<file path="config.mk">
export PLATFORM = sky130hd
export DESIGN_NAME = png_unf_recon
export DESIGN_NICKNAME = d
export VERILOG_FILES = /design/src/rtl/png_unf_pkg.sv /design/src/rtl/png_unf_recon.sv
export VERILOG_INCLUDE_DIRS = /design/src /design/src/rtl
export SDC_FILE = /design/constraint.sdc
export NUM_CORES = 1
export LEC_CHECK = 0
export BUFFER_PORTS_ARGS = -buffer_cell sky130_fd_sc_hd__buf_2
export CORE_AREA = 5 5 149 151
export DETAILED_ROUTE_END_ITERATION = 8
export DIE_AREA = 0 0 154 156
export GPL_ROUTABILITY_DRIVEN = 1
export PLACE_DENSITY = 0.74
export SYNTH_ARGS = -nofsm -noshare
export SYNTH_HDL_FRONTEND = slang
export SYNTH_SLANG_ARGS = --single-unit
</file>
<file path="constraint.sdc">
create_clock -name clk -period 13.6 [get_ports clk]
set_input_delay 2.04 -clock clk [delete_from_list [all_inputs] [get_ports clk]]
set_output_delay 2.04 -clock clk [all_outputs]
set_load 0.02 [all_outputs]
</file>
<file path="src/rtl/assert_macros.svh">
// Assertion macros for the rebuild stage; clk and rst_n are taken from the enclosing module.
`ifndef ASSERT_MACROS_SVH
`define ASSERT_MACROS_SVH

// Check that the antecedent implies the consequent in the same cycle.
`define ASSERT_IMPL(lbl, ante, cons) \
    lbl: assert property (@(posedge clk) disable iff (!rst_n) (ante) |-> (cons)) \
        else $error("assertion failed");

// Check that the antecedent implies the consequent in the next cycle.
`define ASSERT_NEXT(lbl, ante, cons) \
    lbl: assert property (@(posedge clk) disable iff (!rst_n) (ante) |=> (cons)) \
        else $error("assertion failed");

`endif

</file>
<file path="src/rtl/png_unf_pkg.sv">
// Shared types, constants and the Paeth predictor for the scanline unfilter.
package png_unf_pkg;

    // Default sizes and fixed limits
    localparam int MAX_ROW_PIXELS      = 2048;
    localparam int MAX_ROW_BYTES_DEF   = 16384;
    localparam int MAX_BPP_DEF         = 8;
    localparam int BPP_W               = 4;

    // Configuration register indexes
    typedef enum logic [1:0] {
        CFG_CHANNELS     = 2'd0,
        CFG_WIDE_SAMPLES = 2'd1,
        CFG_ROW_PIXELS   = 2'd2,
        CFG_IMAGE_ROWS   = 2'd3
    } cfg_idx_t;

    // Row filter types
    typedef enum logic [2:0] {
        FILT_NONE  = 3'd0,
        FILT_SUB   = 3'd1,
        FILT_UP    = 3'd2,
        FILT_AVG   = 3'd3,
        FILT_PAETH = 3'd4
    } filt_t;

    // Per-item control passed from the counter stage to the rebuild stage
    typedef struct packed {
        logic  is_data;
        filt_t filter;
        logic  flagged;
        logic  first_row;
        logic  first_pixel;
        logic  last_col;
        logic  last_row;
    } item_tag_t;

    // Paeth choice: smallest distance wins, ties go to left, then to above
    function automatic logic [7:0] paeth_pick(logic [7:0] a, logic [7:0] b, logic [7:0] c);
        logic signed [10:0] pa;
        logic signed [10:0] pb;
        logic signed [10:0] pc;
        logic [7:0]         pick;
        pa = $signed({3'b000, b}) - $signed({3'b000, c});
        pb = $signed({3'b000, a}) - $signed({3'b000, c});
        pc = $signed({3'b000, a}) + $signed({3'b000, b}) - $signed({2'b00, c, 1'b0});
        if (pa < 0)
        begin
            pa = -pa;
        end
        if (pb < 0)
        begin
            pb = -pb;
        end
        if (pc < 0)
        begin
            pc = -pc;
        end
        if ((pa <= pb) && (pa <= pc))
        begin
            pick = a;
        end
        else if (pb <= pc)
        begin
            pick = b;
        end
        else
        begin
            pick = c;
        end
        return pick;
    endfunction

endpackage

</file>
<file path="src/rtl/png_unf_recon.sv">
// Rebuild stage: predictor, left and upper-left history, output register.
module png_unf_recon #(
    parameter int MAX_BPP = 8,
    parameter int COL_W   = 14
) (
    input  logic                          clk,
    input  logic                          rst_n,
    input  logic                          take,
    input  png_unf_pkg::item_tag_t        tag_in,
    input  logic [COL_W-1:0]              col_in,
    input  logic [7:0]                    byte_in,
    input  logic [7:0]                    rd_data,
    input  logic [png_unf_pkg::BPP_W-1:0] bpp,
    output logic                          ready,
    output logic                          we,
    output logic [COL_W-1:0]              waddr,
    output logic [7:0]                    wdata,
    output logic                          out_valid,
    input  logic                          out_ready,
    output logic [7:0]                    pixel_byte,
    output logic                          bad_filter,
    output logic                          row_end,
    output logic                          image_end
);
    import png_unf_pkg::*;

    `include "assert_macros.svh"

    localparam int LI_W = (MAX_BPP > 1) ? $clog2(MAX_BPP) : 1;

    logic             s1_valid_reg;
    item_tag_t        s1_tag_reg;
    logic [COL_W-1:0] s1_col_reg;
    logic [7:0]       s1_byte_reg;
    logic [7:0]       left_reg [MAX_BPP];
    logic [7:0]       upleft_reg [MAX_BPP];

    logic             out_valid_reg;
    logic [7:0]       pixel_reg;
    logic             bad_reg;
    logic             row_end_reg;
    logic             image_end_reg;

    logic             s1_advance;
    logic             s1_emit;
    logic [LI_W-1:0]  tap;
    logic [7:0]       a;
    logic [7:0]       b;
    logic [7:0]       c;
    logic [8:0]       sum_ab;
    logic [7:0]       pred;
    logic [7:0]       res;

    function automatic logic [7:0] byte_in_sum(logic [7:0] x, logic [7:0] p);
        return x + p;
    endfunction

    // Stage moves on when it carries a filter byte or the output slot frees
    assign s1_advance = !s1_tag_reg.is_data || !out_valid_reg || out_ready;
    assign ready      = !s1_valid_reg || s1_advance;
    assign s1_emit    = s1_valid_reg && s1_tag_reg.is_data && s1_advance;

    // Form neighbours and predictor
    always_comb
    begin
        tap    = LI_W'(bpp - BPP_W'(1));
        a      = s1_tag_reg.first_pixel ? 8'd0 : left_reg[tap];
        b      = s1_tag_reg.first_row ? 8'd0 : rd_data;
        c      = (s1_tag_reg.first_row || s1_tag_reg.first_pixel) ? 8'd0 : upleft_reg[tap];
        sum_ab = {1'b0, a} + {1'b0, b};
        unique case (s1_tag_reg.filter)
            FILT_NONE:  pred = 8'd0;
            FILT_SUB:   pred = a;
            FILT_UP:    pred = b;
            FILT_AVG:   pred = sum_ab[8:1];
            FILT_PAETH: pred = paeth_pick(a, b, c);
            default:    pred = 8'd0;
        endcase
        res = byte_in_sum(s1_byte_reg, pred);
    end

    // Hold the item under work
    always_ff @(posedge clk or negedge rst_n)
    begin
        if (!rst_n)
        begin
            s1_valid_reg <= 1'b0;
            s1_tag_reg   <= '0;
        end
        else if (take)
        begin
            s1_valid_reg <= 1'b1;
            s1_tag_reg   <= tag_in;
        end
        else if (s1_advance)
        begin
            s1_valid_reg <= 1'b0;
        end
    end

    always_ff @(posedge clk)
    begin
        if (take)
        begin
            s1_col_reg  <= col_in;
            s1_byte_reg <= byte_in;
        end
    end

    // Shift rebuilt and above bytes, clear at each row start
    always_ff @(posedge clk or negedge rst_n)
    begin
        if (!rst_n)
        begin
            for (int i = 0; i < MAX_BPP; i++)
            begin
                left_reg[i]   <= 8'd0;
                upleft_reg[i] <= 8'd0;
            end
        end
        else if (s1_valid_reg && s1_advance)
        begin
            if (s1_tag_reg.is_data)
            begin
                left_reg[0]   <= res;
                upleft_reg[0] <= b;
                for (int i = 1; i < MAX_BPP; i++)
                begin
                    left_reg[i]   <= left_reg[i-1];
                    upleft_reg[i] <= upleft_reg[i-1];
                end
            end
            else
            begin
                for (int i = 0; i < MAX_BPP; i++)
                begin
                    left_reg[i]   <= 8'd0;
                    upleft_reg[i] <= 8'd0;
                end
            end
        end
    end

    // Load the output register, drop it once taken
    always_ff @(posedge clk or negedge rst_n)
    begin
        if (!rst_n)
        begin
            out_valid_reg <= 1'b0;
        end
        else if (s1_emit)
        begin
            out_valid_reg <= 1'b1;
        end
        else if (out_ready)
        begin
            out_valid_reg <= 1'b0;
        end
    end

    always_ff @(posedge clk)
    begin
        if (s1_emit)
        begin
            pixel_reg     <= res;
            bad_reg       <= s1_tag_reg.flagged;
            row_end_reg   <= s1_tag_reg.last_col;
            image_end_reg <= s1_tag_reg.last_row;
        end
    end

    assign we         = s1_emit;
    assign waddr      = s1_col_reg;
    assign wdata      = res;
    assign out_valid  = out_valid_reg;
    assign pixel_byte = pixel_reg;
    assign bad_filter = bad_reg;
    assign row_end    = row_end_reg;
    assign image_end  = image_end_reg;

    // A fresh result comes only from a data item that left the stage
    `ASSERT_IMPL(a_out_from_data, $rose(out_valid_reg), $past(s1_emit))
    // The image ends only on the end of a row
    `ASSERT_IMPL(a_image_end_row, out_valid_reg && image_end_reg, row_end_reg)
    // A stalled stage keeps its item
    `ASSERT_NEXT(a_stall_holds, s1_valid_reg && !s1_advance, s1_valid_reg && $stable(s1_tag_reg))

endmodule

</file>
# Word-level counts from Yosys, hierarchy flattened
# Cells that the tools add are included.
[op_classes]
n_addsub = 10
magnitude_cmp = 7
n_eq_ne = 4
mux = 24
bitwise_logic = 1
n_reduce_logical = 13
[ops]
columns = ["op", "count"]
rows = [
  ["$mux 64", 2],
  ["$mux 8", 9],
  ["$mux 11", 6],
  ["$bmux 8 s3", 2],
  ["$le 11x11->1", 3],
  ["$pmux 8 s4", 1],
  ["$neg 9->11", 2],
  ["$add 8x8->9", 2],
  ["$lt 9x1->1 const B", 2],
  ["$sub 8x8->9", 2],
  ["$neg 10->11", 1],
  ["$lt 10x1->1 const B", 1],
  ["$sub 9x9->10", 1],
  ["$add 8x8->8", 1],
  ["$eq 3x2->1 const B", 2],
  ["$ge 4x4->1 const B", 1],
  ["$logic_and 1x1->1", 4],
  ["$logic_or 1x1->1", 4],
  ["$mux 1", 4],
  ["$not 3->4", 1],
  ["$reduce_bool 2->1", 2],
  ["$eq 3x1->1 const B", 1],
  ["$eq 3x3->1 const B", 1],
  ["$logic_not 1->1", 3],
  ["$sub 3x1->3 const B", 1],
]
[totals]
ff_bits = 172
in_bits = 47
output_inout_bits = 36

# Longest topological paths before layout
# Gate-level depths: netlist of run 1.
[depth]
word_depth = 17
mapped_depth = 49
mapped_depth_nobuf = 45

# Least setup slack after synthesis of run 1
# Ideal clock, no wire load.
[synth_path]
kind = "input-to-output"
start = "input port bpp[0] in the netlist's numbering"
end = "output port wdata[7]"
arrival_time_ns = 10.847
required_time_ns = 11.560
slack_ns = 0.713
path_stages = 44
cell_sequence = "buf_2 -> buf_2 -> clkbuf_1 -> buf_1 -> mux4_2 -> nand2_1 -> a21oi_1 -> fa_1 -> inv_1 -> ha_1 -> or3_1 -> o22ai_1 -> o21ai_0 -> a221o_1 -> nand2_1 -> o21ai_0 -> ha_1 -> nor2b_1 -> [8 not listed] -> a211o_1 -> a32oi_4 -> mux2_2 -> a21oi_1 -> o22ai_1 -> ha_1 -> a21o_1 -> a21oi_1 -> o21bai_1 -> a21oi_1 -> o21bai_1 -> a21oi_1 -> xnor2_1 -> nor2_1 -> mux2i_1 -> o41ai_1 -> a41o_1 -> nor2_1"
[synth_between]
elab_chain_len = 16
elab_cells_between_ends = 35
[synth_rtl]
columns = ["item", "line", "text"]
rows = [
  ["start, declared", "png_unf_recon.sv:13", "input logic [png_unf_pkg::BPP_W-1:0] bpp,"],
  ["$sub 3x1->3 (*)", "png_unf_recon.sv:66", "tap = LI_W'(bpp - BPP_W'(1));"],
  ["$not 3->4 (not written as such) (*)", "png_unf_recon.sv:67, png_unf_recon.sv:69", ""],
  ["$bmux 8 s3", "png_unf_recon.sv:67", "a = s1_tag_reg.first_pixel ? 8'd0 : left_reg[tap];"],
  ["$mux 8 (not written as such) (2 in series)", "png_unf_recon.sv:67", ""],
  ["$mux 8", "png_unf_recon.sv:67", ""],
  ["$add 8x8->9", "png_unf_pkg.sv:46, png_unf_recon.sv:70", ""],
  ["$sub 9x9->10", "png_unf_pkg.sv:46", "pc = $signed({3'b000, a}) + $signed({3'b000, b}) - $signed({2'b00, c, 1'b0});"],
  ["$neg 10->11 / $lt 10x1->1 (equally long branches)", "png_unf_pkg.sv:57, png_unf_pkg.sv:55", ""],
  ["$mux 11", "png_unf_pkg.sv:55", "if (pc < 0)"],
  ["$mux 11", "png_unf_recon.sv:71", "unique case (s1_tag_reg.filter)"],
  ["$le 11x11->1 (on tied branches)", "png_unf_pkg.sv:63, png_unf_pkg.sv:59", ""],
  ["$mux 8 / $logic_and 1x1->1 (equally long branches)", "png_unf_pkg.sv:63, png_unf_pkg.sv:59", ""],
  ["$mux 8", "png_unf_pkg.sv:59", "if ((pa <= pb) && (pa <= pc))"],
  ["$pmux 8 s4 (*)", "png_unf_recon.sv:71", ""],
  ["$add 8x8->8 (*)", "png_unf_recon.sv:55", "return x + p;"],
  ["end, declared", "png_unf_recon.sv:17", "output logic [7:0] wdata,"],
]
# Every way passes the cells marked *; elsewhere a longest branch is shown, timed or not. The select of a mux whose other input is x is not followed.

# Worst setup path in the final report of run 1
# Ends and elaborated chain as after synthesis.

==> flow_summary.json, run 1 <==
{
  "clock_latency_ns": 0.44,
  "cts_sinks": 172,
  "syn_inst": 1212,
  "synth_area_leader_cell": "dfrtp_1",
  "r2r_start": "s1_tag_reg[2]$_DFFE_PN0P_",
  "worstPathArrival_ns": 10.93,
  "path_clk_slew_ns": 0.07,
  "critical_path_class": "in -> out",
  "drt_iter0_drc": 894,
  "drv_slew": 0,
  "worst_ep_required_time_ns": 11.56,
  "drive_above_1_share": 0.160,
  "num_vias": 8961,
  "antennaDiodeCount": 0,
  "die_y_microns": 156,
  "intPower_mw": 1.04,
  "synth_area_sq_mm": 0.0111,
  "ios": 83,
  "grt_pass1_wl_microns": 44600,
  "ant_nets": 0,
  "critPathMaxStageDelay_ns": 0.46,
  "cpLargestDelayFamily": "compound AO/OA/AOI/OAI gates",
  "yosys-top-cells-area": "dfrtp_1, nand2_1, edfxtp_1, ha_1, o21ai_0",
  "cts_buffer_depth": 2,
  "rr_worst_depth": 39,
  "nets": 1408,
  "worstSetupStartpointType": "input pin",
  "ys.flop_type": "dfrtp_1",
  "die_width_microns": 154,
  "slew_headroom": 0.166,
  "gp_congestion": 0.927,
  "switching_share": 0.369,
  "io_buffers": 81,
  "post-place-cells": 1535,
  "grt_use_total": 0.227,
  "async_reset_ff_frac": 0.808,
  "cap_viol_max_count": 0,
  "grt_max_degree": 156,
  "synth-seq-cells": 172,
  "synthMostInstantiatedCell": "nand2_1",
  "syn_to_final_growth_pct": 13.0,
  "vias_per_cell": 5.71,
  "htree_num_levels": 4,
  "p_leak_nw": 5.40,
  "peakVddDrop_mv": 0.134,
  "r2r_slack_ns": 4.82,
  "end_kind": "primary output",
  "synth_cell_type_count": 78,
  "cts_buffers": 17,
  "power_density_mw_per_mm2": 132,
  "fmax_mhz": 77.1,
  "tightest_slew_ns": 1.25,
  "synth_seq_area_share": 0.403,
  "routedWlPerCell_microns": 16.9,
  "final_cells": 1570,
  "drc_errors": 0,
  "die_area_sq_mm": 0.0240,
  "cp_slowest_cell": "a2111oi_1",
  "rows": 53,
  "synth-compound-area-share": 0.182,
  "synth_adder_area_share": 0.0954,
  "finalCritPeriodShare": 0.954,
  "worst-path-buf-inv": 6,
  "antenna_found_initial": 0,
  "finalSetupTns_ns": 0,
  "finClkSkew_ns": 0.0212,
  "hold_viol": 0,
  "synth_top_family_by_area": "compound AO/OA/AOI/OAI gates",
  "startpoint": "bpp[0]",
  "status": "complete, no violations",
  "wirelength_microns": 26500,
  "crit_top_cell": "a21oi_1",
  "critPathMaxFanout": 41,
  "place_hpwl_microns": 18800,
  "crit_cells": 49,
  "ctsRootBufferMaster": "clkbuf_16",
  "synth-simple-area-share": 0.165,
  "p_clk_frac": 0.301,
  "setup_viol": 0,
  "ys_warn_count": 0,
  "seqPwrFrac": 0.351,
  "fp.coreArea_sq_mm": 0.0207,
  "r2r-end": "left_reg[63]$_DFFE_PN0P_",
  "hold_class": "reg -> reg",
  "start_util": 0.536,
  "power_switching_uw": 609,
  "grt_overflow": 0,
  "tritoncts": "yes",
  "yosys.area_share.xor_xnor": 0.0359,
  "synth.area.mux_share": 0.0769,
  "first_pass_iters": 5,
  "syn-mean-instance-area_sq_um": 9.15,
  "min_period_ns": 12.97,
  "grt_pass1_vias": 8713,
  "pwr-share-comb": 0.348,
  "synth_edf_count": 33,
  "synth_top_area_share": 0.314,
  "cp-endpoint": "wdata[7]",
  "yosys-top-cells-count": "nand2_1, o21ai_0, dfrtp_1"
}
[power by group through the flow]
stage	Clock (mW)	Sequential (mW)	Combinational [mW]
finish	0.497	0.578	0.575
detailed placement	0	0.588	0.556
global placement	0	0.587	0.547
floorplan	0	0.584	0.416
CTS	0.503	0.577	0.561
global route	0.528	0.582	0.645
[final cells by class]
type,count,area (sq um)
fill,1756,8160
multi-input combinational,931,6280
sequential,172,4470
timing repair buffer,106,628
clock buffer,17,425
tap,275,344
inverter,54,203
clock inverter,15,180
[per-layer routing]
layer  part of all wire  vias up  track usage
li1                   -     4414            -
met5                  0        -            0
met2               0.46      260        0.357
met3              0.058       34       0.0397
met1               0.47     4253        0.329
met4              0.018        0       0.0589
[stage by stage]
| stage | setup slack, ns | hold slack [ns] | power, mW | util | instance area [sq um] |
|---|---|---|---|---|---|
| 3_3_place_gp | -0.0692 | 0.429 | 1.13 | 0.572 | 11800 |
| 5_1_grt | -0.0322 | 0.475 | 1.76 | 0.606 | 12500 |
| 3_5_place_dp | -0.220 | 0.436 | 1.14 | 0.572 | 11800 |
| 4_1_cts | 0.0641 | 0.458 | 1.64 | 0.601 | 12400 |
| 6_report | 0.627 | 0.459 | 1.65 | 0.606 | 12500 |
| 2_1_floorplan | 0.713 | 0.421 | 1.00 | - | 11100 |
[worst min-delay path by stage]
stage / startpoint / to / cells after the start
2_1_floorplan: s1_tag_reg[4]$_DFFE_PN0P_ / bad_filter$_DFFE_PP_ / 0
3_3_place_gp: s1_tag_reg[0]$_DFFE_PN0P_ / image_end$_DFFE_PP_ / 0
3_5_place_dp: s1_tag_reg[1]$_DFFE_PN0P_ / row_end$_DFFE_PP_ / 0
4_1_cts: s1_tag_reg[0]$_DFFE_PN0P_ / image_end$_DFFE_PP_ / 0
5_1_grt: s1_tag_reg[4]$_DFFE_PN0P_ / bad_filter$_DFFE_PP_ / 0
6_report: s1_tag_reg[0]$_DFFE_PN0P_ / image_end$_DFFE_PP_ / 0
[cell usage in the layout (no fill, tap or decap), drive strengths merged, types with 5 or more instances in the layout]
master and count:
a21o 8, mux2 10, inv 65, a221oi 7, xnor2 25, nand4 6, or2 5, nor3 9
nor2 42, a211oi 5, dfrtp 139, a2111oi 10, o21bai 7, nand2b 8, buf 106, o31ai 10
mux4 28, xor2 17, mux2i 11, o21ai 153, nand2 309, a31oi 8, a22oi 8, conb 10
fa 8, edfxtp 33, o22ai 6, and2 7, ha 71, a21oi 38, or3 7, o21a 18
nor2b 19, clkbuf 17
[worst register-to-register path, delay by kind of cell, from the launching register on]
kind	cells	cell delay, ns
mux	2	0.51
simple gates	10	1.59
fa+ha+maj	4	1.35
compound gates	22	4.40
flops	1	0.58
xor+xnor	1	0.20
[cells by family after synthesis]
family | Yosys count
AND/OR/NAND/NOR | 432
buffers and inverters | 117
XOR/XNOR | 43
adder cells (fa/ha/maj) | 80
AO/OA/AOI/OAI | 317
flip-flops | 172
other | 2
multiplexers | 49
[what timing repair did]
action / in CTS / in global routing
endpoints found under the setup margin: 1 / 1
pin swaps: 0 / 1
gates resized for setup: 1 / 19
hold buffers: 0 / 0
buffers inserted: 0 / 3
No activity file was read; power rests on OpenSTA's default activity.
==> inputs of run 2 (changes only) <==
--- a/config.mk
+++ b/config.mk
@@ -7,6 +7,7 @@
 export NUM_CORES = 1
 export LEC_CHECK = 0
 export BUFFER_PORTS_ARGS = -buffer_cell sky130_fd_sc_hd__buf_2
+export CAP_MARGIN = 30
 export CORE_AREA = 5 5 149 151
 export DETAILED_ROUTE_END_ITERATION = 8
 export DIE_AREA = 0 0 154 156
==> constraint.sdc (replaced) <==
create_clock -name clk -period 13.6 [get_ports clk]
set_input_delay 2.04 -clock clk [delete_from_list [all_inputs] [get_ports clk]]
set_output_delay 2.04 -clock clk [all_outputs]
set_load 0.1 [all_outputs]
==> run 2 against run 1 <==
Compared with the run above: final area up 1.1%; clock skew is 0.0037 ns lower; power grew 6.7%; count of clock-buffer cells in the layout up 1; global-route usage up 0.54 points; maximum frequency decreased by 0.48%; flip-flop and latch count is the same; critical endpoint unchanged.
==> flow_summary.json, run 2 (synthesized netlist as in run 1, its figures left out) <==
{
  "grt_overflow": 0,
  "critical_path_class": "in -> out",
  "antennaDiodeCount": 0,
  "syn_to_final_growth_pct": 14.2,
  "worst_ep_required_time_ns": 11.56,
  "io_buffers": 81,
  "die_width_microns": 154,
  "hold_viol": 0,
  "slew_headroom": 0.338,
  "final_area_sq_mm": 0.0127,
  "nets": 1413,
  "r2r-end": "left_reg[63]$_DFFE_PN0P_",
  "cap_viol_max_count": 0,
  "p_leak_nw": 5.46,
  "min_period_ns": 13.04,
  "ant_nets": 0,
  "fp.coreArea_sq_mm": 0.0207,
  "grt_pass1_wl_microns": 45100,
  "grt_pass1_vias": 8729,
  "critPathMaxStageDelay_ns": 0.58,
  "antenna_found_initial": 0,
  "setup_viol": 0,
  "tightest_slew_ns": 0.992,
  "drt_iter0_drc": 733,
  "cts_buffers": 17,
  "place_area_sq_mm": 0.0120,
  "holdBufCountCts": 0,
  "worstPathArrival_ns": 11.00,
  "die_area_sq_mm": 0.0240,
  "grt_use_total": 0.232,
  "layout_commonest_cell": "nand2_1",
  "ios": 83,
  "num_vias": 9021,
  "finalCritPeriodShare": 0.958,
  "hp-start": "s1_tag_reg[1]$_DFFE_PN0P_",
  "fin_ws_ns": 0.565,
  "finClkSkew_ns": 0.0175,
  "hold_depth": 0,
  "r2r_start": "s1_tag_reg[2]$_DFFE_PN0P_",
  "holdPathEnd": "row_end$_DFFE_PP_",
  "rows": 53,
  "critPathMaxFanout": 12,
  "final_cell_mix": "nand2_1, o21ai_0, dfrtp_1",
  "startpoint": "bpp[0]",
  "routedWlPerCell_microns": 17.4,
  "rsz0062_at_grt": "false",
  "drive_above_1_share": 0.162,
  "die_y_microns": 156,
  "rr_worst_depth": 39,
  "cp_slowest_cell": "a2111oi_1",
  "drv_slew": 0,
  "whs_ns": 0.450,
  "status": "complete, no violations",
  "end_kind": "primary output",
  "fmax_mhz": 76.7,
  "cpLargestDelayFamily": "compound AO/OA/AOI/OAI gates",
  "worstSetupStartpointType": "input pin",
  "place_hpwl_microns": 19600,
  "clock_latency_ns": 0.43,
  "ctsRootBufferMaster": "clkbuf_16",
  "wirelength_microns": 27400,
  "gp_congestion": 0.921,
  "power_density_mw_per_mm2": 139,
  "drc_errors": 0,
  "htree_num_levels": 4,
  "cts_sinks": 172,
  "hold_class": "reg -> reg",
  "crit_top_cell": "a21oi_1",
  "vias_per_cell": 5.73,
  "pre_cts_ws_ns": 0.0980,
  "first_pass_iters": 6,
  "finalSetupTns_ns": 0,
  "start_util": 0.536,
  "worst-path-buf-inv": 5,
  "cts_buffer_depth": 2,
  "tritoncts": "yes",
  "path_clk_slew_ns": 0.07,
  "r2r_slack_ns": 4.73,
  "grt_max_degree": 125,
  "peakVddDrop_mv": 0.167
}
-- run 2: changes by cell type in the layout (fill, tap and decap cells not counted), sizes merged --
cell / change
inv: -5
buf: +5
clkinv: +3
bufinv: +1
clkbuf: +1
-- run 2: metal layers --
layer	vias up	global-route usage	wire [microns]
met3	56	0.0508	1830
met1	4247	0.320	12100
li1	4421	-	-
met4	0	0.0753	800
met2	297	0.370	12600
met5	-	0	0
-- run 2: repair_timing --
action	4_1_cts	5_1_grt
setup buffers	0	2
gates resized for setup	0	15
endpoints found under the setup margin	0	1
-- run 2: final cells by class --
class	count	area [sq um]
multi-input combinational	931	6280
tap	275	344
clock buffer	18	439
fill	1771	8020
inverter	54	203
sequential	172	4470
timing repair buffer	111	763
clock inverter	14	171
-- run 2: worst max-delay path by stage --
stage | endpoint | slack, ns | cells past startpoint
after CTS | wdata[7] | 0.06 | 45
after detailed placement | wdata[7] | 0.1 | 45
after floorplan | wdata[7] | 0.20 | 44
after global routing | wdata[7] | 0.007 | 48
final | wdata[7] | 0.56 | 48
after global placement | wdata[7] | 0.009 | 43
-- run 2: power by group --
| group | total, mW | internal, mW | leakage (nW) | switching [mW] |
|---|---|---|---|---|
| Combinational | 0.686 | 0.253 | 2.95 | 0.433 |
| Sequential | 0.577 | 0.554 | 2.22 | 0.0231 |
| Clock | 0.497 | 0.269 | 0.296 | 0.228 |
-- run 2: per-stage QoR --
stage                     power (mW)  cells  utilization
after floorplan                 1.08   1220            -
after global placement          1.24   1539        0.577
after detailed placement        1.25   1541        0.579
after CTS                       1.75   1573        0.609
after global routing            1.86   1575        0.612
final                           1.76   1575        0.612
