**src/rtl/assert_macros.svh**
```systemverilog
// Assertion macros for the rebuild stage; clk and rst_n are taken from the enclosing module.
`ifndef ASSERT_MACROS_SVH
`define ASSERT_MACROS_SVH

// Check that the antecedent implies the consequent in the same cycle.
`define ASSERT_IMPL(lbl, ante, cons) \
    lbl: assert property (@(posedge clk) disable iff (!rst_n) (ante) |-> (cons)) \
        else $error("assertion failed");

// Check that the antecedent implies the consequent in the next cycle.
`define ASSERT_NEXT(lbl, ante, cons) \
    lbl: assert property (@(posedge clk) disable iff (!rst_n) (ante) |=> (cons)) \
        else $error("assertion failed");

`endif

```
**src/rtl/png_unf_pkg.sv**
```systemverilog
// Shared types, constants and the Paeth predictor for the scanline unfilter.
package png_unf_pkg;

    // Default sizes and fixed limits
    localparam int MAX_ROW_PIXELS      = 2048;
    localparam int MAX_ROW_BYTES_DEF   = 16384;
    localparam int MAX_BPP_DEF         = 8;
    localparam int BPP_W               = 4;

    // Configuration register indexes
    typedef enum logic [1:0] {
        CFG_CHANNELS     = 2'd0,
        CFG_WIDE_SAMPLES = 2'd1,
        CFG_ROW_PIXELS   = 2'd2,
        CFG_IMAGE_ROWS   = 2'd3
    } cfg_idx_t;

    // Row filter types
    typedef enum logic [2:0] {
        FILT_NONE  = 3'd0,
        FILT_SUB   = 3'd1,
        FILT_UP    = 3'd2,
        FILT_AVG   = 3'd3,
        FILT_PAETH = 3'd4
    } filt_t;

    // Per-item control passed from the counter stage to the rebuild stage
    typedef struct packed {
        logic  is_data;
        filt_t filter;
        logic  flagged;
        logic  first_row;
        logic  first_pixel;
        logic  last_col;
        logic  last_row;
    } item_tag_t;

    // Paeth choice: smallest distance wins, ties go to left, then to above
    function automatic logic [7:0] paeth_pick(logic [7:0] a, logic [7:0] b, logic [7:0] c);
        logic signed [10:0] pa;
        logic signed [10:0] pb;
        logic signed [10:0] pc;
        logic [7:0]         pick;
        pa = $signed({3'b000, b}) - $signed({3'b000, c});
        pb = $signed({3'b000, a}) - $signed({3'b000, c});
        pc = $signed({3'b000, a}) + $signed({3'b000, b}) - $signed({2'b00, c, 1'b0});
        if (pa < 0)
        begin
            pa = -pa;
        end
        if (pb < 0)
        begin
            pb = -pb;
        end
        if (pc < 0)
        begin
            pc = -pc;
        end
        if ((pa <= pb) && (pa <= pc))
        begin
            pick = a;
        end
        else if (pb <= pc)
        begin
            pick = b;
        end
        else
        begin
            pick = c;
        end
        return pick;
    endfunction

endpackage

```
**src/rtl/png_unf_ctrl.sv**
```systemverilog
// Configuration registers, row and column counters and per-item tagging.
module png_unf_ctrl #(
    parameter int MAX_ROW_BYTES = 16384,
    parameter int MAX_BPP       = 8,
    parameter int COL_W         = 14
) (
    input  logic                          clk,
    input  logic                          rst_n,
    input  logic                          cfg_we,
    input  logic [1:0]                    cfg_index,
    input  logic [15:0]                   cfg_data,
    input  logic                          accept,
    input  logic [7:0]                    in_byte,
    output png_unf_pkg::item_tag_t        tag,
    output logic [COL_W-1:0]              col,
    output logic [png_unf_pkg::BPP_W-1:0] bpp
);
    import png_unf_pkg::*;

    localparam int NB_W = $clog2(MAX_ROW_BYTES + 1);

    logic [2:0]       channels_reg;
    logic             wide_reg;
    logic [11:0]      row_pixels_reg;
    logic [15:0]      image_rows_reg;

    logic [COL_W-1:0] column_reg;
    logic [COL_W-1:0] column_next;
    logic [15:0]      row_reg;
    logic [15:0]      row_next;
    logic             want_filter_reg;
    logic             want_filter_next;
    filt_t            filter_reg;
    filt_t            filter_next;
    logic             flagged_reg;
    logic             flagged_next;

    logic [2:0]       ch;
    logic [BPP_W-1:0] bpp_raw;
    logic [BPP_W-1:0] bpp_val;
    logic [11:0]      px;
    logic [15:0]      prod;
    logic [NB_W-1:0]  nbytes;
    logic [15:0]      rows;
    logic             last_col;
    logic             last_row;

    // Write configuration registers
    always_ff @(posedge clk or negedge rst_n)
    begin
        if (!rst_n)
        begin
            channels_reg   <= 3'd3;
            wide_reg       <= 1'b0;
            row_pixels_reg <= 12'd1;
            image_rows_reg <= 16'd1;
        end
        else if (cfg_we)
        begin
            unique case (cfg_idx_t'(cfg_index))
                CFG_CHANNELS:     channels_reg   <= cfg_data[2:0];
                CFG_WIDE_SAMPLES: wide_reg       <= cfg_data[0];
                CFG_ROW_PIXELS:   row_pixels_reg <= cfg_data[11:0];
                CFG_IMAGE_ROWS:   image_rows_reg <= cfg_data;
            endcase
        end
    end

    // Derive bytes per pixel, row bytes and row limit
    always_comb
    begin
        ch = channels_reg;
        if (ch == 3'd0)
        begin
            ch = 3'd1;
        end
        else if (ch > 3'd4)
        begin
            ch = 3'd4;
        end
        bpp_raw = wide_reg ? {ch, 1'b0} : {1'b0, ch};
        bpp_val = bpp_raw;
        if (32'(bpp_raw) > MAX_BPP)
        begin
            bpp_val = BPP_W'(MAX_BPP);
        end
        px = (row_pixels_reg == 12'd0) ? 12'd1 : row_pixels_reg;
        if (32'(px) > MAX_ROW_PIXELS)
        begin
            px = 12'(MAX_ROW_PIXELS);
        end
        prod = 16'(px) * 16'(bpp_val);
        if (32'(prod) > MAX_ROW_BYTES)
        begin
            nbytes = NB_W'(MAX_ROW_BYTES);
        end
        else
        begin
            nbytes = NB_W'(prod);
        end
        rows = (image_rows_reg == 16'd0) ? 16'd1 : image_rows_reg;
    end

    // Tag the item and advance the counters
    always_comb
    begin
        last_col = (32'(column_reg) + 32'd1) >= 32'(nbytes);
        last_row = last_col && ((17'(row_reg) + 17'd1) >= 17'(rows));

        tag.is_data     = !want_filter_reg;
        tag.filter      = filter_reg;
        tag.flagged     = flagged_reg;
        tag.first_row   = (row_reg == 16'd0);
        tag.first_pixel = 32'(column_reg) < 32'(bpp_val);
        tag.last_col    = last_col;
        tag.last_row    = last_row;

        column_next      = column_reg;
        row_next         = row_reg;
        want_filter_next = want_filter_reg;
        filter_next      = filter_reg;
        flagged_next     = flagged_reg;

        if (accept)
        begin
            if (want_filter_reg)
            begin
                if (in_byte > 8'd4)
                begin
                    filter_next  = FILT_NONE;
                    flagged_next = 1'b1;
                end
                else
                begin
                    filter_next  = filt_t'(in_byte[2:0]);
                    flagged_next = 1'b0;
                end
                want_filter_next = 1'b0;
                column_next      = '0;
            end
            else if (last_col)
            begin
                column_next      = '0;
                want_filter_next = 1'b1;
                row_next         = last_row ? 16'd0 : row_reg + 16'd1;
            end
            else
            begin
                column_next = column_reg + COL_W'(1);
            end
        end
    end

    // Hold control state
    always_ff @(posedge clk or negedge rst_n)
    begin
        if (!rst_n)
        begin
            column_reg      <= '0;
            row_reg         <= '0;
            want_filter_reg <= 1'b1;
            filter_reg      <= FILT_NONE;
            flagged_reg     <= 1'b0;
        end
        else
        begin
            column_reg      <= column_next;
            row_reg         <= row_next;
            want_filter_reg <= want_filter_next;
            filter_reg      <= filter_next;
            flagged_reg     <= flagged_next;
        end
    end

    assign col = column_reg;
    assign bpp = bpp_val;

endmodule

```
**config.mk**
```make
export PLATFORM = sky130hd
export DESIGN_NAME = png_unf_ctrl
export DESIGN_NICKNAME = d
export VERILOG_FILES = /design/src/rtl/assert_macros.svh /design/src/rtl/png_unf_pkg.sv /design/src/rtl/png_unf_ctrl.sv
export SDC_FILE = /design/constraint.sdc
export NUM_CORES = 1
export LEC_CHECK = 0
export ABC_AREA = 1
export BUFFER_PORTS_ARGS = -buffer_cell sky130_fd_sc_hd__buf_2
export CORE_MARGIN = 8
export CORE_UTILIZATION = 30
export CTS_BUF_LIST = sky130_fd_sc_hd__clkbuf_8
export DETAILED_ROUTE_END_ITERATION = 10
export PLACE_DENSITY = 0.49
export SETUP_SLACK_MARGIN = 0.5
export SLEW_MARGIN = 0
export SYNTH_ARGS = -nofsm -noshare
export SYNTH_HDL_FRONTEND = slang
export SYNTH_SLANG_ARGS = --single-unit
export TNS_END_PERCENT = 50
```
**constraint.sdc**
```tcl
create_clock -name clk -period 6.2 [get_ports clk]
set_input_delay 0.31 -clock clk [delete_from_list [all_inputs] [get_ports clk]]
set_output_delay 0.31 -clock clk [all_outputs]
set_load 0.02 [all_outputs]
```
Yosys cells after proc, flatten, opt, wreduce, memory -nomap -nowiden --
Cells that the tools add are included.
Storage, ports and cells: register bits after elaboration 67, latch bits 0, RAM bits 0, ROM bits 0, input port bits 30, output and inout bits 27, logic and storage cells 54, memories 0
Operators by class: $add $sub $neg 4, $mul 1, divide/modulo/power cells 0, $lt $le $gt $ge 8, eq/ne operators 3, shift-type cells 0, muxes and demuxes 15, bitwise logic cells 1, reductions and logical operators 13
Operators with widths (count):
- $logic_not A16 Y1 | 2
- $mux W16 | 2
- $mux W14 | 2
- $mux W12 | 2
- $add A16 B1 Y17 const B | 1
- $ge A17 B16 Y1 | 1
- $add A16 B1 Y16 const B | 1
- $gt A16 B15 Y1 const B | 1
- $mul A12 B4 Y16 | 1
- $add A14 B1 Y15 const B | 1
- $ge A15 B15 Y1 | 1
- $mux W15 | 1
- $add A14 B1 Y14 const B | 1
- $lt A14 B4 Y1 | 1
- $gt A12 B12 Y1 const B | 1
- $logic_not A12 Y1 | 1
- $reduce_and A2 Y1 | 5
- $mux W3 | 3
- $gt A8 B3 Y1 const B | 1
- $mux W4 | 2
- $eq A2 B2 Y1 const B | 2
- $gt A4 B4 Y1 const B | 1
- $gt A3 B3 Y1 const B | 1
- $logic_not A3 Y1 | 1
- 7 further kinds | 9

Longest topological paths before layout --
Gate-level depths: netlist (run 1).
depth after elaboration 12, gate-level depth with buffers 42, mapped depth without buffers 40

Worst setup path before layout (run 1) --
OpenSTA, ideal clock, no wires.
kind reg-to-reg, start point register wide_reg, end point register row_reg[10], data arrival time 5.373 ns, path slack 0.708 ns, cell stages (with the launch flop) 34, clock period less this slack 5.492 ns, cell sequence dfrtp_1 > nand2_1 > inv_1 > a21oi_1 > inv_1 > clkbuf_1 > nor2_1 > fa_1 > fa_1 > ha_1 > nand2_1 > nor2_1 > and2_1 > nand2_1 > nand2_1 > nand2_1 > nand2_1 > nand2_1 > nor2_1 > nand3_1 > nand2_2 > buf_6 > nand2_1 > ha_1 > a21oi_1 > o21ai_0 > and2_0 > o21ai_1 > nand3_2 > nand2_4 > inv_1 > buf_2 > nand4_1 > nand2_1
Between the ends: word-level cells in the longest chain between the ends 9
RTL lines:
- start, declared | line png_unf_ctrl.sv:23 | logic wide_reg;
- start signal, assigned | line png_unf_ctrl.sv:62 | CFG_WIDE_SAMPLES: wide_reg <= cfg_data[0];
- $mux W4 * | line png_unf_ctrl.sv:81 | bpp_raw = wide_reg ? {ch, 1'b0} : {1'b0, ch};
- $gt A4 B4 Y1 | line png_unf_ctrl.sv:83 | if (32'(bpp_raw) > MAX_BPP)
- $mux W4 * | line png_unf_ctrl.sv:83
- via bpp (one bit) | line png_unf_ctrl.sv:16 | output logic [png_unf_pkg::BPP_W-1:0] bpp
- $mul A12 B4 Y16 * | line png_unf_ctrl.sv:92 | prod = 16'(px) * 16'(bpp_val);
- $gt A16 B15 Y1 | line png_unf_ctrl.sv:93 | if (32'(prod) > MAX_ROW_BYTES)
- $mux W15 * | line png_unf_ctrl.sv:93
- $ge A15 B15 Y1 * | line png_unf_ctrl.sv:107 | last_col = (32'(column_reg) + 32'd1) >= 32'(nbytes);
- via last_col | line png_unf_ctrl.sv:45 | logic last_col;
- $logic_and A1 B1 Y1 | line png_unf_ctrl.sv:108 | last_row = last_col && ((17'(row_reg) + 17'd1) >= 17'(rows));
- $mux W16 | line png_unf_ctrl.sv:145 | row_next = last_row ? 16'd0 : row_reg + 16'd1;
- end signal, assigned | line png_unf_ctrl.sv:168 | row_reg <= row_next;
- end, declared | line png_unf_ctrl.sv:29 | logic [15:0] row_reg;
Mark *: on every way through the listed nets, which the timed path passes. The rest lies on a longest branch. A chain may end at the register's enable or synchronous reset.

==> results by group, run 1 <==
Placed design
  – Input/output buffers: 56
  – Placer Congestion: 0.799
  – DP Area: 0.00671 mm2
  – DP HPWL: 13200 um
  – Pre-CTS WS: 280 ps

Power and ir drop
  – Comb power frac: 0.573
  – Psw: 0.00106 W
  – Pwr/cell area: 290 mW/mm2
  – Pleak: 4.24 nW
  – Peak supply drop: 0.000129 V
  – Switching power as a share of total power: 0.458
  – Internal cell power: 0.00125 W
  – Clk network pwr share: 0.173
  – Flop pwr share: 0.255

Worst setup path
  – WS Path Type: reg2out
  – Flop2flop setup slack: 910 ps
  – Critical Path Max Stage Delay: 550 ps
  – FF-to-FF path depth: 35
  – Setup crit start kind: flip-flop
  – Worst Setup SP: row_pixels_reg[0]
  – Crit-path max FO: 7
  – Worst r2r src: row_pixels_reg[0]
  – CP endpoint: tag[1]
  – Worst Setup End Kind: output pin
  – Reg-to-reg endpoint: row_reg[9]
  – Worst path slowest cell: fa_1
  – Most used cell, CP: nand3_2
  – Worst EP arrival: 5300 ps
  – Data required time at the worst endpoint: 5890 ps

STA
  – Worst hold margin: 142 ps
  – RSZ-0062 raised after global routing: yes
  – Max Transition Viols Final: 0
  – Final setup margin: 586 ps
  – Slew margin rel.: 0.297
  – Final setup TNS: 0 ps
  – Minimum clock period: 5610 ps
  – Final hold viol count: 0
  – Worst-margin pin slew: 1050 ps
  – Crit share post-route: 0.905
  – Final setup viols: 0
  – Final setup skew: 10.8 ps
  – Max Freq: 178 MHz

Logic synthesis
  – Synthesized instance count: 871
  – Xor/xnor cell area share of the yosys netlist: 0.0372
  – Syn Nets: 978
  – Sequential fraction of the synthesis area: 0.275
  – Post-Synth Simple-Gate Area: 0.308
  – Main combinational cell family by area after synthesis: simple AND/OR/NAND/NOR gates
  – Mux cell area share after synthesis: 0
  – Main synth FF type: dfrtp_1
  – Syn avg cell area: 7.02 um2
  – Synth Area in Adders: 0.182
  – Post-Syn Area: 0.00611 mm2
  – Post-synth top area share: 0.254
  – Cell accounting for the most synthesized area: dfrtp_1
  – Number of synthesized flops with an enable pin: 0
  – Cell variety after synth: 39
  – Yosys reg bits: 67
  – Synth Area in Compound Gates: 0.0782
  – Yosys Warn Count: 0
  – Ys async rst share: 1.00
  – Area contributors post-synth: dfrtp_1, nand2_1, ha_1, inv_1, fa_1

Global routing
  – GRT Total Usage: 0.139
  – Largest net degree at the start of global routing: 68
  – GRT overflow: 0
  – Vias in the first global route: 5810
  – Initial antenna violation count: 0
  – First-pass GRT wire length: 29100 um

Die
  – Initial Util: 0.304
  – Die height: 159 um
  – Area of the die: 0.0252 mm2
  – Io pins: 57
  – Die Wd: 159 um
  – Core Area: 0.0201 mm2
  – Num rows: 52

Routing
  – Detailed-router iteration count before antenna repair: 4
  – Top Layer Used: met4
  – Via count: 5693
  – WL per Instance: 14.1 um
  – Met3 wire len: 562 um
  – # DRC: 0
  – Initial DRC count: 244
  – WL met2: 7920 um
  – DRT Wirelength: 17500 um
  – Metal1 wirelength: 8730 um
  – Remaining antenna violation count after routing: 0
  – Via density: 4.59

Clock tree
  – TritonCTS Sinks: 67
  – Clock slew at reported path FFs: 80 ps
  – Root buf cell: clkbuf_8
  – Clock buffer count from CTS: 9
  – CTS Hold Buffers Added: 0
  – CTS tree: yes
  – # H-tree levels: 3
  – Maximum clock path buffer count: 2
  – Clock Latency Late Sink: 370 ps

Layout
  – Commonest cells after routing, fill and taps aside: nand2_1, inv_1, dfrtp_1
  – Layout cells sized above 1: 0.288
  – Most common cell after layout, fill and taps aside: nand2_1
  – Nets: 1071
  – Diodes inserted: 0
  – Fill count: 2048
  – P&R area growth vs syn: 30.2%
  – Fin area: 0.00796 mm2

Hold path
  – Hold crit path type: in2async

Flow run
  – Max-Cap Viols: 0

Status
  – Status: completed
[worst min path at each step]
stage | to | slack [ps] | cells after the start
global placement | flagged_reg | 470 | 2
CTS | filter_reg[0] | 150 | 3
floorplan | channels_reg[2] | 10 | 0
global route | image_rows_reg[15] | 180 | 3
finish | col[9] | 140 | 2
detailed placement | filter_reg[2] | 470 | 2
[what timing repair did]
item                       4_1_cts  5_1_grt
pin swaps                       43       57
buffers inserted                21       12
gates resized for setup        101       92
cloned                           2        0
setup endpoints to repair       19       19
[worst max-delay path, delay by kind of cell, from the launching register on]
family,cells,cell delay (ps)
flops,1,540
simple gates,18,1810
fa+ha+maj,4,1550
compound gates,3,320
buf+inv,7,700
[cell families after synthesis]
group,count (synthesis)
compound gates,88
simple gates,427
flops,67
buf+inv,186
xor+xnor,26
fa+ha+maj,77
[layer usage]
layer	vias up	global-route usage
li1	2956	-
met1	2625	0.189
met2	93	0.220
met3	19	0.0279
met4	0	0.0403
met5	-	0
[cells in the mapped netlist (all sizes together) (10+ instances only)]
master	number
a21oi	26
clkbuf	11
dfrtp	62
fa	20
ha	57
inv	167
nand2	232
nand3	49
nand4	35
nor2	86
nor4	10
o21ai	41
o22ai	14
xor2	17
[layout make-up]
| cell class | instances | area, um2 | area share |
|---|---|---|---|
| Clock inverter | 7 | 86.3 | 0.0108 |
| Clock buffer | 9 | 124 | 0.0156 |
| Multi-Input combinational cell | 619 | 4400 | 0.553 |
| Inverter | 167 | 636 | 0.0798 |
| Tap cell | 270 | 338 | 0.0424 |
| Timing Repair Buffer | 100 | 691 | 0.0867 |
| Sequential cell | 67 | 1690 | 0.212 |
[per-stage QoR]
stage	util	power [W]	std cells
global placement	0.334	0.00158	1188
global route	0.396	0.00251	1239
floorplan	-	0.00128	871
detailed placement	0.334	0.00158	1188
CTS	0.374	0.00218	1227
finish	0.396	0.00231	1239
[power groups by stage]
| stage | combinational, W | sequential [W] | clock, W |
|---|---|---|---|
| floorplan | 0.000688 | 0.000592 | 0 |
| global placement | 0.000987 | 0.000597 | 0 |
| detailed placement | 0.000985 | 0.000597 | 0 |
| CTS | 0.00118 | 0.000588 | 0.000415 |
| global route | 0.00148 | 0.000599 | 0.000432 |
| finish | 0.00132 | 0.000589 | 0.000399 |
Power figures use the tool's default switching activity.
==> run 2: changes to the inputs <==
--- a/config.mk
+++ b/config.mk
@@ -7,11 +7,13 @@
 export LEC_CHECK = 0
 export ABC_AREA = 1
 export BUFFER_PORTS_ARGS = -buffer_cell sky130_fd_sc_hd__buf_2
+export CELL_PAD_IN_SITES_DETAIL_PLACEMENT = 1
+export CELL_PAD_IN_SITES_GLOBAL_PLACEMENT = 1
 export CORE_MARGIN = 8
 export CORE_UTILIZATION = 30
 export CTS_BUF_LIST = sky130_fd_sc_hd__clkbuf_8
 export DETAILED_ROUTE_END_ITERATION = 10
-export PLACE_DENSITY = 0.49
+export PLACE_DENSITY = 0.62
 export SETUP_SLACK_MARGIN = 0.5
 export SLEW_MARGIN = 0
 export SYNTH_ARGS = -nofsm -noshare
==> run 2 against run 1 <==
Non-clock buffer count fell by 3; utilization increased by 0.075 points; clock-buffer cell count stayed put; global-route usage up 0.81 points; routed wire length is 8.0% higher; register-to-register slack worse by 150 ps; largest power group unchanged; highest routed layer unchanged.
==> results by group, run 2 (synthesized netlist as in run 1, its figures left out) <==
Power and ir drop
  – Peak supply drop: 0.000143 V
  – Pwr/cell area: 294 mW/mm2
  – Pleak: 4.26 nW
  – Total Power: 0.00234 W

STA
  – Final setup viols: 0
  – Minimum clock period: 5610 ps
  – Slew margin rel.: 0.309
  – Worst-margin pin slew: 1030 ps
  – Final setup TNS: 0 ps
  – Crit share post-route: 0.905
  – Max Transition Viols Final: 0
  – Final hold viol count: 0
  – Final setup skew: 8.02 ps
  – Max Freq: 178 MHz
  – RSZ-0062 raised after global routing: yes

Routing
  – Via density: 4.70
  – Remaining antenna violation count after routing: 0
  – Initial DRC count: 181
  – WL per Instance: 15.3 um
  – Via count: 5813
  – DRT Wirelength: 18900 um
  – # DRC: 0
  – Detailed-router iteration count before antenna repair: 4

Die
  – Core Area: 0.0201 mm2
  – Die height: 159 um
  – Num rows: 52
  – Die Wd: 159 um
  – Io pins: 57
  – Initial Util: 0.304
  – Area of the die: 0.0252 mm2

Worst setup path
  – Critical Path Max Stage Delay: 550 ps
  – Worst EP arrival: 5300 ps
  – Data required time at the worst endpoint: 5890 ps
  – Crit-path max FO: 7
  – WS Path Type: reg2out
  – Worst path slowest cell: fa_1
  – Worst Setup End Kind: output pin
  – Setup crit start kind: flip-flop

Layout
  – Nets: 1069
  – P&R area growth vs syn: 30.5%
  – Layout cells sized above 1: 0.296
  – Diodes inserted: 0
  – Most common cell after layout, fill and taps aside: nand2_1
  – Commonest cells after routing, fill and taps aside: nand2_1, inv_1, dfrtp_1
  – Area of the multi-input gates: 0.00448 mm2
  – Fill count: 2504
  – Sequential cell area: 0.00168 mm2

Flow run
  – Max-Cap Viols: 0

Global routing
  – Initial antenna violation count: 0
  – GRT overflow: 0
  – GRT Total Usage: 0.148
  – First-pass GRT wire length: 31200 um
  – Largest net degree at the start of global routing: 68
  – Vias in the first global route: 6066

Clock tree
  – Maximum clock path buffer count: 2
  – Clock slew at reported path FFs: 80 ps
  – Clock Latency Late Sink: 350 ps
  – Clock buffer count from CTS: 9
  – TritonCTS Sinks: 67
  – Root buf cell: clkbuf_8
  – # H-tree levels: 3
  – CTS tree: yes

Placed design
  – Input/output buffers: 56
  – DP HPWL: 14400 um
  – Placer Congestion: 0.779

Status
  – Status: completed

Hold path
  – Hold crit path type: in2async
-- run 2: cell types whose count changed in the layout (fill, tap and decap cells not counted), sizes merged --
cell / previous run / this run
nand2: 233 / 234
clkinvlp: 2 / 1
bufinv: 1 / 2
buf: 100 / 97
-- run 2: critical path: cells and delay by family (launching register included) --
| family | cells | cell delay, ps |
|---|---|---|
| xor gates and xnor gates | 1 | 130 |
| adders and majority gates | 4 | 1670 |
| and+or+nand+nor | 18 | 2050 |
| AOI/OAI and AO/OA | 3 | 390 |
| DFF | 1 | 420 |
| buffers and inverters | 4 | 270 |
-- run 2: layout make-up --
class	count	share of cell area
multi-input cells	620	0.561
clock buffers	9	0.0155
clock inverters	7	0.0125
well taps	270	0.0423
inverters	167	0.0793
repair buffers	97	0.0779
flip-flops and latches	67	0.211
-- run 2: timing repair --
item / CTS / global route
gates resized for setup: 76 / 120
endpoints found under the setup margin: 19 / 24
pin swaps: 27 / 58
buffers inserted: 17 / 17
hold endpoints to repair: 0 / 0
cloned: 2 / 0
hold buffers: 0 / 0
-- run 2: path summary, 6_finish.rpt --
check,start,end,slack [ps],cells after the start
worst min-delay path,rst_n,row_reg[14],170,2
worst max-delay path,row_pixels_reg[3],tag[0],590,30
max in group asynchronous,rst_n,row_pixels_reg[4],5400,2
worst max register to register,row_pixels_reg[3],row_reg[9],760,33
worst min register to register,filter_reg[1],filter_reg[1],480,2
min in group clk,in_byte[0],filter_reg[0],190,3
-- run 2: routing by layer --
| layer | share of wire | up-vias | track usage |
|---|---|---|---|
| li1 | - | 2961 | - |
| met1 | 0.50 | 2784 | 0.209 |
| met2 | 0.47 | 62 | 0.237 |
| met3 | 0.027 | 6 | 0.0269 |
| met4 | 0.0028 | 0 | 0.0156 |
| met5 | 0 | - | 0 |
-- run 2: stage by stage --
stage | std cells | area (um2) | util | hold slack [ps] | setup slack, ps
3_3_place_gp | 1185 | 6680 | 0.332 | 462 | 309
2_1_floorplan | 871 | 6110 | - | 14.4 | 708
3_5_place_dp | 1185 | 6680 | 0.332 | 473 | 209
5_1_grt | 1237 | 7980 | 0.397 | 187 | 249
6_report | 1237 | 7980 | 0.397 | 167 | 590
4_1_cts | 1220 | 7370 | 0.367 | 180 | 508
-- run 2: power by group --
| part | switching (W) | leakage [nW] | internal [W] | total (W) |
|---|---|---|---|---|
| registers | 0.0000793 | 0.858 | 0.000511 | 0.000590 |
| clock network | 0.000196 | 0.114 | 0.000230 | 0.000426 |
| logic | 0.000790 | 3.29 | 0.000539 | 0.00133 |
==> run 3: changes to the inputs <==
==> constraint.sdc (replaced) <==
create_clock -name clk -period 6.2 [get_ports clk]
set_input_delay 0.31 -clock clk [delete_from_list [all_inputs] [get_ports clk]]
set_output_delay 0.31 -clock clk [all_outputs]
set_load 0.1 [all_outputs]
==> run 3 against run 2 <==
Non-clock buffer count is 13 higher; cell count is 1.1% higher; via count is 2.6% higher; first-iteration DRC count is 57% higher; sequential cell count stayed put; fmax is 2.5% lower; routed wire length is 3.2% higher; critical endpoint unchanged; largest cell class unchanged.
==> results by group, run 3 (synthesized netlist as in run 1, its figures left out) <==
Status
  – Status: completed

STA
  – Max Freq: 174 MHz
  – Worst hold margin: 122 ps
  – RSZ-0062 raised after global routing: yes
  – Final setup skew: 11.1 ps
  – Max Transition Viols Final: 0
  – Minimum clock period: 5760 ps
  – Slew margin rel.: 0.323
  – Worst-margin pin slew: 1010 ps
  – Final setup TNS: 0 ps
  – Final hold viol count: 0
  – Crit share post-route: 0.928
  – Final setup viols: 0

Worst setup path
  – WS Path Type: reg2out
  – Worst Setup End Kind: output pin
  – Worst EP arrival: 5450 ps
  – Worst r2r src: row_pixels_reg[8]
  – Worst Setup SP: row_pixels_reg[8]
  – Setup crit start kind: flip-flop
  – Critical Path Max Stage Delay: 590 ps
  – Data required time at the worst endpoint: 5890 ps
  – Most used cell, CP: nand2_2
  – Worst path slowest cell: fa_1
  – Crit-path max FO: 6

Routing
  – WL per Instance: 15.6 um
  – DRT Wirelength: 19500 um
  – Via count: 5962
  – Remaining antenna violation count after routing: 0
  – Initial DRC count: 284
  – # DRC: 0
  – Via density: 4.77
  – Detailed-router iteration count before antenna repair: 4

Die
  – Num rows: 52
  – Io pins: 57
  – Initial Util: 0.304
  – Area of the die: 0.0252 mm2
  – Die height: 159 um
  – Core Area: 0.0201 mm2
  – Die Wd: 159 um

Global routing
  – Initial antenna violation count: 0
  – GRT Total Usage: 0.151
  – Vias in the first global route: 6281
  – Largest net degree at the start of global routing: 68
  – First-pass GRT wire length: 32000 um
  – GRT overflow: 0

Hold path
  – Hold crit path type: in2async

Layout
  – Most common cell after layout, fill and taps aside: nand2_1
  – Commonest cells after routing, fill and taps aside: nand2_1, inv_1, dfrtp_1
  – Diodes inserted: 0
  – Fill count: 2425
  – P&R area growth vs syn: 35.3%
  – Nets: 1082
  – Layout cells sized above 1: 0.323

Power and ir drop
  – Pwr/cell area: 343 mW/mm2
  – Peak supply drop: 0.000133 V
  – Pleak: 4.30 nW

Clock tree
  – TritonCTS Sinks: 67
  – # H-tree levels: 3
  – Clock buffer count from CTS: 9
  – Clock slew at reported path FFs: 90 ps
  – Root buf cell: clkbuf_8
  – CTS tree: yes
  – Maximum clock path buffer count: 2
  – Clock Latency Late Sink: 360 ps

Placed design
  – Placer Congestion: 0.760
  – DP HPWL: 14500 um
  – Input/output buffers: 56

Flow run
  – Max-Cap Viols: 0
run 3: changes by cell type in the layout (fill, tap and decap cells not counted), moves of 7 or more:
cell     change
nor2_4       +7
nor2_2       +9
inv_1        -8
nand3_2      -9
buf_4       +10
nor2_1      -16
run 3: worst paths after layout:
check	to	slack, ps	depth (start not counted)
worst max-delay path	tag[0]	440	29
worst min-delay path	row_reg[14]	120	2
worst max register to register	row_reg[2]	710	31
worst min register to register	filter_reg[0]	480	2
max in group asynchronous	row_pixels_reg[6]	5430	2
min in group clk	filter_reg[2]	190	3
run 3: what timing repair did:
item	4_1_cts	5_1_grt
buffers inserted	31	20
pin swaps	41	62
gates resized for setup	93	97
gates cloned	2	0
setup endpoints to repair	33	27
hold buffers	0	0
run 3: power breakdown:
group / internal [W] / total, W / switching, W / leakage (nW)
sequential: 0.000511 / 0.000595 / 0.0000835 / 0.855
combinational: 0.000625 / 0.00180 / 0.00118 / 3.33
clock: 0.000234 / 0.000438 / 0.000204 / 0.113
run 3: final cells by class:
cell class              count  area, um2  area share
clock buffers               9        124      0.0150
clock inverters             7        105      0.0127
inverters                 167        644      0.0779
multi-input cells         620       4600       0.556
flip-flops and latches     67       1690       0.204
well taps                 270        338      0.0408
repair buffers            110        776      0.0938
run 3: through the flow:
step / instance area [um2] / worst slack (ps) / total power [W] / utilization / std cells
after floorplan: 6360 / 272 / 0.00167 / - / 871
after global placement: 6880 / 179 / 0.00199 / 0.342 / 1181
after detailed placement: 6880 / 98.6 / 0.00200 / 0.342 / 1181
final: 8270 / 443 / 0.00284 / 0.411 / 1250
after CTS: 7730 / 440 / 0.00262 / 0.385 / 1230
after global routing: 8270 / 147 / 0.00303 / 0.411 / 1250
run 3: critical path, delay by kind of cell, from the launching register on:
| family | cells | cell delay, ps |
|---|---|---|
| adders and majority gates | 4 | 1560 |
| DFF | 1 | 380 |
| and+or+nand+nor | 19 | 2470 |
| buffers and inverters | 5 | 450 |
| xor gates and xnor gates | 1 | 190 |
run 3: metal layers:
layer | wire length (um) | GRT usage
met5 | 0 | 0
met4 | 178 | 0.0277
met3 | 798 | 0.0321
met2 | 9050 | 0.242
met1 | 9470 | 0.206
